[config.mk]
export PLATFORM = sky130hd
export DESIGN_NAME = nls_ram
export DESIGN_NICKNAME = d
export VERILOG_FILES = /design/src/rtl/nls_ram.sv
export SDC_FILE = /design/constraint.sdc
export NUM_CORES = 1
export LEC_CHECK = 0
export ABC_AREA = 1
export BUFFER_PORTS_ARGS = -buffer_cell sky130_fd_sc_hd__buf_2
export CORE_MARGIN = 3
export CORE_UTILIZATION = 45
export CTS_CLUSTER_DIAMETER = 50
export DETAILED_ROUTE_END_ITERATION = 12
export PLACE_DENSITY = 0.63
export SYNTH_ARGS = -nofsm -noshare
export SYNTH_HDL_FRONTEND = slang
export SYNTH_SLANG_ARGS = --single-unit
[constraint.sdc]
create_clock -name clk_i -period 2.5 [get_ports clk_i]
set_input_delay 0.125 -clock clk_i [delete_from_list [all_inputs] [get_ports clk_i]]
set_output_delay 0.125 -clock clk_i [all_outputs]
set_load 0.005 [all_outputs]
[src/rtl/nls_ram.sv]
module nls_ram #(
  parameter int unsigned Width = 8,
  parameter int unsigned Depth = 16
) (
  input  logic                     clk_i,
  input  logic                     we_i,
  input  logic [$clog2(Depth)-1:0] waddr_i,
  input  logic [Width-1:0]         wdata_i,
  input  logic [$clog2(Depth)-1:0] raddr_i,
  output logic [Width-1:0]         rdata_o
);
  logic [Width-1:0] mem_q [Depth];

  always_ff @(posedge clk_i) begin
    if (we_i) begin
      mem_q[waddr_i] <= wdata_i;
    end
    rdata_o <= mem_q[raddr_i];
  end
endmodule

==> results.md <==
Global routing:
- The initial antenna violation count is 0.
- The number of global-route vias before repair is 3,552.
- The largest net degree at the start of global routing is 48.
- The total overflow left after global routing is 0.
- The first global-routing pass estimated 20,100 microns of wire.
- Across every metal layer, demand over resource in global routing totals 0.192.

Layout:
- The final net count is 595.
- The number of antenna cells inserted is 0.
- Of the cells placed in the final design, the portion with a size suffix greater than 1 is 0.0983.
- The area used by multi-input combinational logic is 1210 sq um.
- The layout has 1,082 filler cells.
- In the final layout, flip-flops and latches occupy 4000 sq um.
- Compared with the post-synthesis result, the final layout area differs by 13.4%.
- At the end of the flow the core is filled with cells to 0.533.

Clock network:
- The count of hold buffers inserted by post-cts repair is 0.
- The CTS tree is done.
- The tree built by TritonCTS fans out to 136 sinks.
- Clock-pin slew was measured on the worst setup and hold paths at 0.06 ns.
- The clock latency on the worst-skew pair is 0.41 ns.
- The number of post-CTS setup repair buffers is 0.
- The number of gates resized after CTS was 0.
- The number of levels in the clock H-tree is 4.
- The clock root buffer master is sky130_fd_sc_hd__clkbuf_16.
- The clock passes through at most 2 buffers.
- The number of buffers inserted during clock tree synthesis is 17.

Timing:
- The final sum of negative setup slack is 0 ns.
- The post-route clock period utilization is 0.491.
- Setup violations remaining at the end of the flow were counted as 0.
- The worst path meets setup with 1.27 ns of slack.
- The maximum clock frequency is 815 MHz.
- The number of hold-slack violations in the final timing report is 0.
- The number of pins with negative max-slew slack in the final report is 0.
- Setup repair after global routing left no endpoint under its margin.
- At the pin with the least slew margin, the transition time is 0.867 ns.
- After layout, the minimum clock period comes to 1.23 ns.
- Across the routed clock network, the largest skew measured is 0.00602 ns.
- The worst pin sits at a relative slew slack of 0.420.

Floorplanning:
- The initial utilization of the core area, before any placement, comes to 0.470.
- The die is 119 microns wide.
- The floorplan step defined a die boundary enclosing 14,200 sq um.
- After floorplanning, the core was sized to cover 12,300 sq um.
- The I/O pin count is 26.
- The die is 119 microns tall.
- Row generation in the floorplan step produced 40 rows.

Min path:
- The count of cells along the worst hold path is 3.
- In this run the most critical hold path is launched from raddr_i[3].
- The path class of the tightest hold or removal check is input port to flip-flop.

Logic synthesis:
- Synthesis inferred 136 register bits.
- The count of warnings emitted by yosys is 0.
- The cell area after synthesis is 5770 sq um.
- The simple-gate area share of the yosys netlist is 0.210.
- Synthesis produced a netlist with a net count of 569.
- The gate count after technology mapping is 551.
- By area, the combinational part of the netlist is dominated by simple AND/OR/NAND/NOR gates.
- The synthesized netlist contains 12 unique library cells.
- Of the total synthesized cell area, the portion taken by XOR and XNOR cells is 0.
- The compound-cell area share of the yosys netlist is 0.
- The share of the yosys chip area belonging to registers is 0.694.
- Of the total synthesized cell area, the portion taken by full adders, half adders and majority gates is 0.
- The mean instance size in the synthesized netlist is 10.5 sq um.
- The portion of netlist area occupied by mux cells is 0.

Placed design:
- The setup slack at placement is 0.856 ns.
- During placement, the flow inserted port buffers numbering 25.
- Routability-driven placement finished with a final weighted congestion of 0.805.
- The sum of net half-perimeters after detailed placement is 7790 microns.

Worst setup path:
- For the worst flop-to-flop path, the logic depth is 6.
- The startpoint of the most critical register-to-register path is mem_q[7][3].
- The critical path is of the input port to flip-flop type.
- The critical path launch point is raddr_i[0].
- For the worst setup path, the data arrival time is 1.52 ns.
- The required time of the critical path is 2.80 ns.
- The type of element capturing the critical path is a flip-flop.
- The critical-path maximum fanout is 47.
- The launching element type of the critical path is an input port.

Job:
- The number of violations of the max-capacitance limit is 0.

Detailed routing:
- The via density per instance is 4.93.
- The number of search-and-repair iterations in the first detailed-routing pass is 6.
- The wire length per cell after detailed routing is 16.9 microns.
- After detailed routing, the number of remaining DRC violations is 0.
- The post-detailed-routing wire length is 12,800 microns.
- The via count of the routed design is 3,734.
- The detail route stage leaves a number of antenna-violating nets equal to 0.
- The number of DRC violations after detailed-routing iteration 0 is 400.

Pwr:
- The worst-case vdd ir drop is 0.586 mV.
- The leakage dissipation is 2.82 nW.
- In this run the power density over the cells is 795 nW/um^2.

Status:
- The flow ran to the end, and the final reports show no timing, DRC or antenna violations.
## flip-flops by register name, indices dropped and copies added, names as in the netlist
signal	cells
rdata_o	8
mem_q	128
## worst paths after layout
path                end  slack [ns]
max          rdata_o[3]        1.27
min          rdata_o[7]        0.05
max reg2reg  rdata_o[3]        1.45
min reg2reg  rdata_o[2]        0.65
## kinds of logic after synthesis
group | Yosys count
buf+inv | 126
simple gates | 289
flops | 136
## per-stage QoR
stage	total power, mW	cell area (sq um)	hold WS (ns)	instances
2_1_floorplan	2.79	5770	0.224	551
3_3_place_gp	2.91	5980	0.486	726
3_5_place_dp	2.91	5980	0.480	726
4_1_cts	5.24	6540	0.0386	758
5_1_grt	5.39	6540	0.0772	758
6_report	5.20	6540	0.0547	758
## worst max-delay path, stage by stage
cell                      delay, ns
sky130_fd_sc_hd__buf_2         0.31
sky130_fd_sc_hd__buf_4         0.49
sky130_fd_sc_hd__nand2_1       0.12
sky130_fd_sc_hd__nand3_1       0.10
sky130_fd_sc_hd__nand3_1       0.09
sky130_fd_sc_hd__nand3_1       0.15
sky130_fd_sc_hd__nand2_1       0.08
## synthesized netlist by cell type
cell / count / area (sq um)
sky130_fd_sc_hd__nor2_1: 17 / 63.8
sky130_fd_sc_hd__dfxtp_1: 8 / 160
sky130_fd_sc_hd__buf_2: 13 / 65.1
sky130_fd_sc_hd__buf_1: 1 / 3.75
sky130_fd_sc_hd__nand3b_1: 2 / 15.0
sky130_fd_sc_hd__inv_1: 100 / 375
sky130_fd_sc_hd__nand3_1: 97 / 485
sky130_fd_sc_hd__buf_4: 4 / 30.0
sky130_fd_sc_hd__nand2_1: 173 / 649
sky130_fd_sc_hd__inv_2: 2 / 7.51
sky130_fd_sc_hd__edfxtp_1: 128 / 3840
sky130_fd_sc_hd__buf_6: 6 / 67.6
## routing by layer
layer	vias up	track usage	share of wire
li1	1826	-	-
met1	1778	0.262	0.46
met2	115	0.296	0.48
met3	15	0.0546	0.058
met4	0	0.0673	0.011
met5	-	0	0
## power breakdown
part	leakage [nW]	total, mW	internal (mW)	switching, mW
combinational	1.32	0.294	0.0823	0.211
sequential	1.22	2.57	2.55	0.0200
clock	0.276	2.34	1.50	0.840
total	2.82	5.20	4.13	1.07
## area by class of cell
class                   count  share of cell area
flip-flops and latches    136               0.612
repair buffers             31              0.0260
clock inverters             3             0.00612
clock buffers              29              0.0796
well taps                 168              0.0321
inverters                 102              0.0585
multi-input cells         289               0.186
## layout by cell type (no fill, tap or decap)
cell                        count
sky130_fd_sc_hd__nand3_1       97
sky130_fd_sc_hd__clkinv_2       2
sky130_fd_sc_hd__dfxtp_1        8
sky130_fd_sc_hd__clkbuf_8       5
sky130_fd_sc_hd__nand2_1      173
sky130_fd_sc_hd__clkbuf_1       7
sky130_fd_sc_hd__inv_2          2
sky130_fd_sc_hd__buf_4          6
sky130_fd_sc_hd__bufinv_16      1
sky130_fd_sc_hd__nor2_1        17
sky130_fd_sc_hd__inv_1        100
sky130_fd_sc_hd__edfxtp_1     128
sky130_fd_sc_hd__clkbuf_16     17
sky130_fd_sc_hd__nand3b_1       2
sky130_fd_sc_hd__buf_2         25
No activity file was read; power rests on OpenSTA's default activity.
