===== src/rtl/nls_pkg.sv =====
package nls_pkg;

  localparam int unsigned NumLights = 16;
  localparam int unsigned HwSlots   = 4;
  localparam int unsigned IdxW      = $clog2(NumLights);
  localparam int unsigned SlotW     = (HwSlots > 1) ? $clog2(HwSlots) : 1;
  localparam int unsigned CntW      = $clog2(NumLights + 1);
  localparam int unsigned DistW     = 52;
  // light entry: x, y, z, color, intensity
  localparam int unsigned EntryW    = 24 * 3 + 32 + 16;

  typedef enum logic [1:0] {
    OP_QUERY = 2'd0,
    OP_SET   = 2'd1,
    OP_CLEAR = 2'd2,
    OP_NONE  = 2'd3
  } op_e;

  typedef enum logic [2:0] {
    ST_IDLE,
    ST_SCAN,
    ST_SEL,
    ST_FETCH,
    ST_OUT
  } state_e;

  typedef struct packed {
    logic signed [23:0] x;
    logic signed [23:0] y;
    logic signed [23:0] z;
    logic [31:0]        color;
    logic [15:0]        intensity;
  } entry_t;

  typedef struct packed {
    logic [1:0]         operation;
    logic [7:0]         light_index;
    logic signed [23:0] pos_x;
    logic signed [23:0] pos_y;
    logic signed [23:0] pos_z;
    logic [31:0]        color;
    logic [15:0]        intensity;
  } req_t;

  typedef struct packed {
    logic [1:0]  slot_number;
    logic        slot_enabled;
    logic [7:0]  chosen_light;
    logic [31:0] chosen_color;
    logic [15:0] chosen_intensity;
    logic        lighting_enabled;
    logic        last_slot;
  } rsp_t;

  // squared difference of two Q15.8 coordinates, exact
  function automatic logic [49:0] sq_diff(logic signed [23:0] a, logic signed [23:0] b);
    logic signed [24:0] d;
    logic signed [49:0] p;
    d = 25'(signed'(a)) - 25'(signed'(b));
    p = d * d;
    return 50'(p);
  endfunction

endpackage


===== src/rtl/nls_dist.sv =====
// distance unit: two register stages from entry data to squared distance
module nls_dist (
  input  logic                   clk_i,
  input  nls_pkg::entry_t        entry_i,
  input  logic signed [23:0]     obj_x_i,
  input  logic signed [23:0]     obj_y_i,
  input  logic signed [23:0]     obj_z_i,
  output logic [nls_pkg::DistW-1:0] dist_o
);
  import nls_pkg::*;

  logic [49:0] sx_q, sy_q, sz_q;

  always_ff @(posedge clk_i) begin
    sx_q   <= sq_diff(entry_i.x, obj_x_i);
    sy_q   <= sq_diff(entry_i.y, obj_y_i);
    sz_q   <= sq_diff(entry_i.z, obj_z_i);
    dist_o <= DistW'(sx_q) + DistW'(sy_q) + DistW'(sz_q);
  end
endmodule


===== config.mk =====
export PLATFORM = sky130hd
export DESIGN_NAME = nls_dist
export DESIGN_NICKNAME = d
export VERILOG_FILES = /design/src/rtl/nls_pkg.sv /design/src/rtl/nls_dist.sv
export SDC_FILE = /design/constraint.sdc
export NUM_CORES = 2
export LEC_CHECK = 0
export BUFFER_PORTS_ARGS = -buffer_cell sky130_fd_sc_hd__buf_2
export CORE_ASPECT_RATIO = 0.8
export CORE_MARGIN = 1
export CORE_UTILIZATION = 53
export CTS_CLUSTER_DIAMETER = 50
export DETAILED_ROUTE_END_ITERATION = 12
export MAX_ROUTING_LAYER = met4
export PLACE_DENSITY = 0.75
export SETUP_SLACK_MARGIN = 0.02
export SLEW_MARGIN = 20
export SYNTH_ARGS = -nofsm -noshare
export SYNTH_HDL_FRONTEND = slang
export SYNTH_SLANG_ARGS = --single-unit

===== constraint.sdc =====
create_clock -name clk_i -period 11.2 [get_ports clk_i]
set_clock_uncertainty 0.15 [all_clocks]
set_input_delay 0.56 -clock clk_i [delete_from_list [all_inputs] [get_ports clk_i]]
set_output_delay 0.56 -clock clk_i [all_outputs]
set_load 0.01 [all_outputs]

==> results.tsv <==
metric	value	unit
synthArstFlopShare	0	%
met3RoutedLength	21460	um
pin_count_of_the_biggest_net_entering_global_routing	33	
fin_nets	10400	
synth.distinct_cells	79	
areaGrowthSynthToFinish	6.217	%
drt_first_pass_iters	6	
cts_post_setup_buffers_inserted	0	
timing.setup.critical_path_class	in -> reg	
clock_tree_from_tritoncts	built	
rr_endpoint	dist_o[46]	
crit_required	11.39	ns
fp.coreArea	134100	um2
cts_hold_buf	0	
floorplan.initialDensity	53.47	%
place_congestion	1.008	
cpPeakStageDelay	0.99	ns
worst_setup_path_end_kind	flop	
ys.warnings.count	0	
clk_root_buffer_cell	clkbuf_16	
detailed_route_iter0_violations	4053	
mostFrequentLayoutCell	inv_1	
cts_max_path_buffers	2	
cpLargestDelayFamily	adder cells	
synth-seq-cells	199	
report.final.slew_viol_count	0	
layout_min_cycle_time	10.37	ns
die_w	413.2	um
timing.critical_path.from	entry_i[96]	
crit_top_cell	fa_1	
hold_crit_path_type	reg -> reg	
filler_cell_count	11580	
netlist_area	71690	um2
outcome	finished, final reports clean	
wl_met1	79450	um
placement_rows	120	
clkTransAtPathRegs	0.09	ns
rsz0062_at_grt	no	
dp.cells	9518	
worstMarginPinSlew	1.209	ns
worst-path-buf-inv	9	
place.detailed.hpwl	162500	um
routed-wl-met2	84620	um
clock_sink_count	199	
ff_latch_area	3984	um2
syn-mean-instance-area	9.458	um2
worst-path-max-fanout	9	
drt-vias-per-instance	5.494	
final-hold-violation-count	0	
max_clock_freq	0.09647	GHz
uppermost_layer_routed	met4	
synth_enable_flop_cells	0	
crit_arrival	10.55	ns
route.detailed.drc	0	
part_of_the_cycle_the_worst_path_needs	92.55	%
io_buffers	196	
ys_dominant_reg_cell	dfxtp_1	
worst_hold_start	sy_q[0]	
register_to_register_setup_slack	5.34	ns
hold_critical_path_endpoint	dist_o[0]	
clock_tree.htree_level_count	4	
worstSetupStartpointType	input port	
die_area	136800	um2
ios	245	
timing.rr.start	sz_q[4]	
post-route-worst-setup-slack	0.8343	ns
setup_tns_final	0	ns
syn_inst	7580	
grt_pass1_vias	57130	
timing.slew.headroom	18.84	%
total_congestion_overflow	0	
grt_first_pass_wirelength	310700	um
final_layout_size_suffix_gt1_share	5.873	%
cts_buffers	17	
place_ws	0.4539	ns
finalHoldWorstSlack	0.4432	ns
worst-r2r-cell-count	11	
die_height	331.0	um
final_wirelength	191300	um
detail_route.wl_per_cell	20.03	um
crit_path_max_delay_cell_type	xnor2_1	
finalNonFillerCells	9553	
maxCapViolCount	0	
area_of_the_multi_input_gates	59520	um2
most_used_cells_in_the_layout_excluding_fill_and_tap_cells	inv_1 (1967), fa_1 (1876), nor2_1 (672)	
post_cts_resized	0	
initial_antenna_violation_count	6	
vias	52490	
ant_nets	0	
min_delay_path_depth	3	
clkLatencyLatePin	0.51	ns
seq_area_frac_synth	5.557	%
grt_use_total	30.42	%
setup_viol	0	
==> worst register-to-register path, cell delays in order, from the launching register on <==
cell	delay (ns)
dfxtp_1	0.40
fa_1	0.45
ha_1	0.34
o21ai_0	0.36
o21ai_0	0.24
a2111oi_0	0.91
nor4_1	0.27
o21ai_0	0.95
o21ai_0	0.40
o21ai_0	0.81
nor2_1	0.11
a211oi_1	0.35
==> sequential cells by signal, summed over array words and instances (netlist names) <==
name,count
sx_q,49
sz_q,49
dist_o,52
sy_q,49
==> cell usage after synthesis (13+ instances only) <==
master / count / area (um2)
a31oi_1: 26 / 162.7
or2_2: 17 / 106.4
xnor2_1: 190 / 1664
nor3_1: 58 / 290.3
and2_1: 64 / 400.4
xor2_1: 78 / 683.2
o211ai_1: 28 / 210.2
a211oi_1: 43 / 322.8
nor2_1: 672 / 2522
clkinv_1: 17 / 63.81
o21bai_1: 37 / 277.8
o21ai_0: 121 / 605.6
a21o_1: 138 / 1036
o31ai_1: 17 / 127.6
o311ai_0: 13 / 113.9
buf_1: 17 / 63.81
nand2b_1: 50 / 312.8
a31o_2: 13 / 113.9
nand3_1: 52 / 260.3
ha_1: 558 / 6982
o21a_1: 36 / 270.3
fa_1: 1876 / 37560
a21oi_1: 199 / 996.0
dfxtp_1: 199 / 3984
clkbuf_1: 178 / 668.1
and3_1: 26 / 162.7
inv_1: 1967 / 7383
nor2b_1: 26 / 162.7
nand4_1: 27 / 168.9
nand2_1: 653 / 2451
==> routing by layer <==
metal	up-vias	global-route usage, %
met5	-	-
met4	0	8.038
met3	368	7.628
met2	2487	45.12
met1	26610	41.73
li1	23020	-
==> how the worst max path moves through the flow <==
stage,endpoint,slack (ns),depth (start not counted)
after floorplan,sz_q[49],1.32,33
after global placement,sz_q[49],0.57,34
after detailed placement,sz_q[49],0.45,32
after CTS,sz_q[49],1.01,33
after global routing,sz_q[49],0.32,35
final,sx_q[39],0.83,34
==> logic make-up (layout without fill, tap and decap cells) <==
family,Yosys count,in the layout,share of synthesized area (%)
XOR/XNOR,269,269,3.312
flip-flops,199,199,5.557
AND/OR/NAND/NOR,1696,1696,10.08
multiplexers,10,10,0.1431
AO/OA/AOI/OAI,779,779,7.271
adder cells (fa/ha/maj),2434,2434,62.12
buffers and inverters,2192,2391,11.50
other,1,6,0.005231
==> through the flow <==
stage / utilization [%] / area (um2)
floorplan: - / 71700
global placement: 56.29 / 75470
detailed placement: 56.29 / 75470
CTS: 56.78 / 76130
global route: 56.79 / 76150
finish: 56.79 / 76150
==> area by class of cell <==
class	count	share of cell area, %
tap	1769	2.907
timing repair buffer	369	3.010
inverter	1990	9.813
antenna	3	0.009859
multi-input combinational	5191	78.16
clock buffer	17	0.5586
clock inverter	15	0.3073
sequential	199	5.232
Power is left out: the tool's default activity adds up to more than one toggle a clock period on the data nets, which glitch-free logic cannot reach.
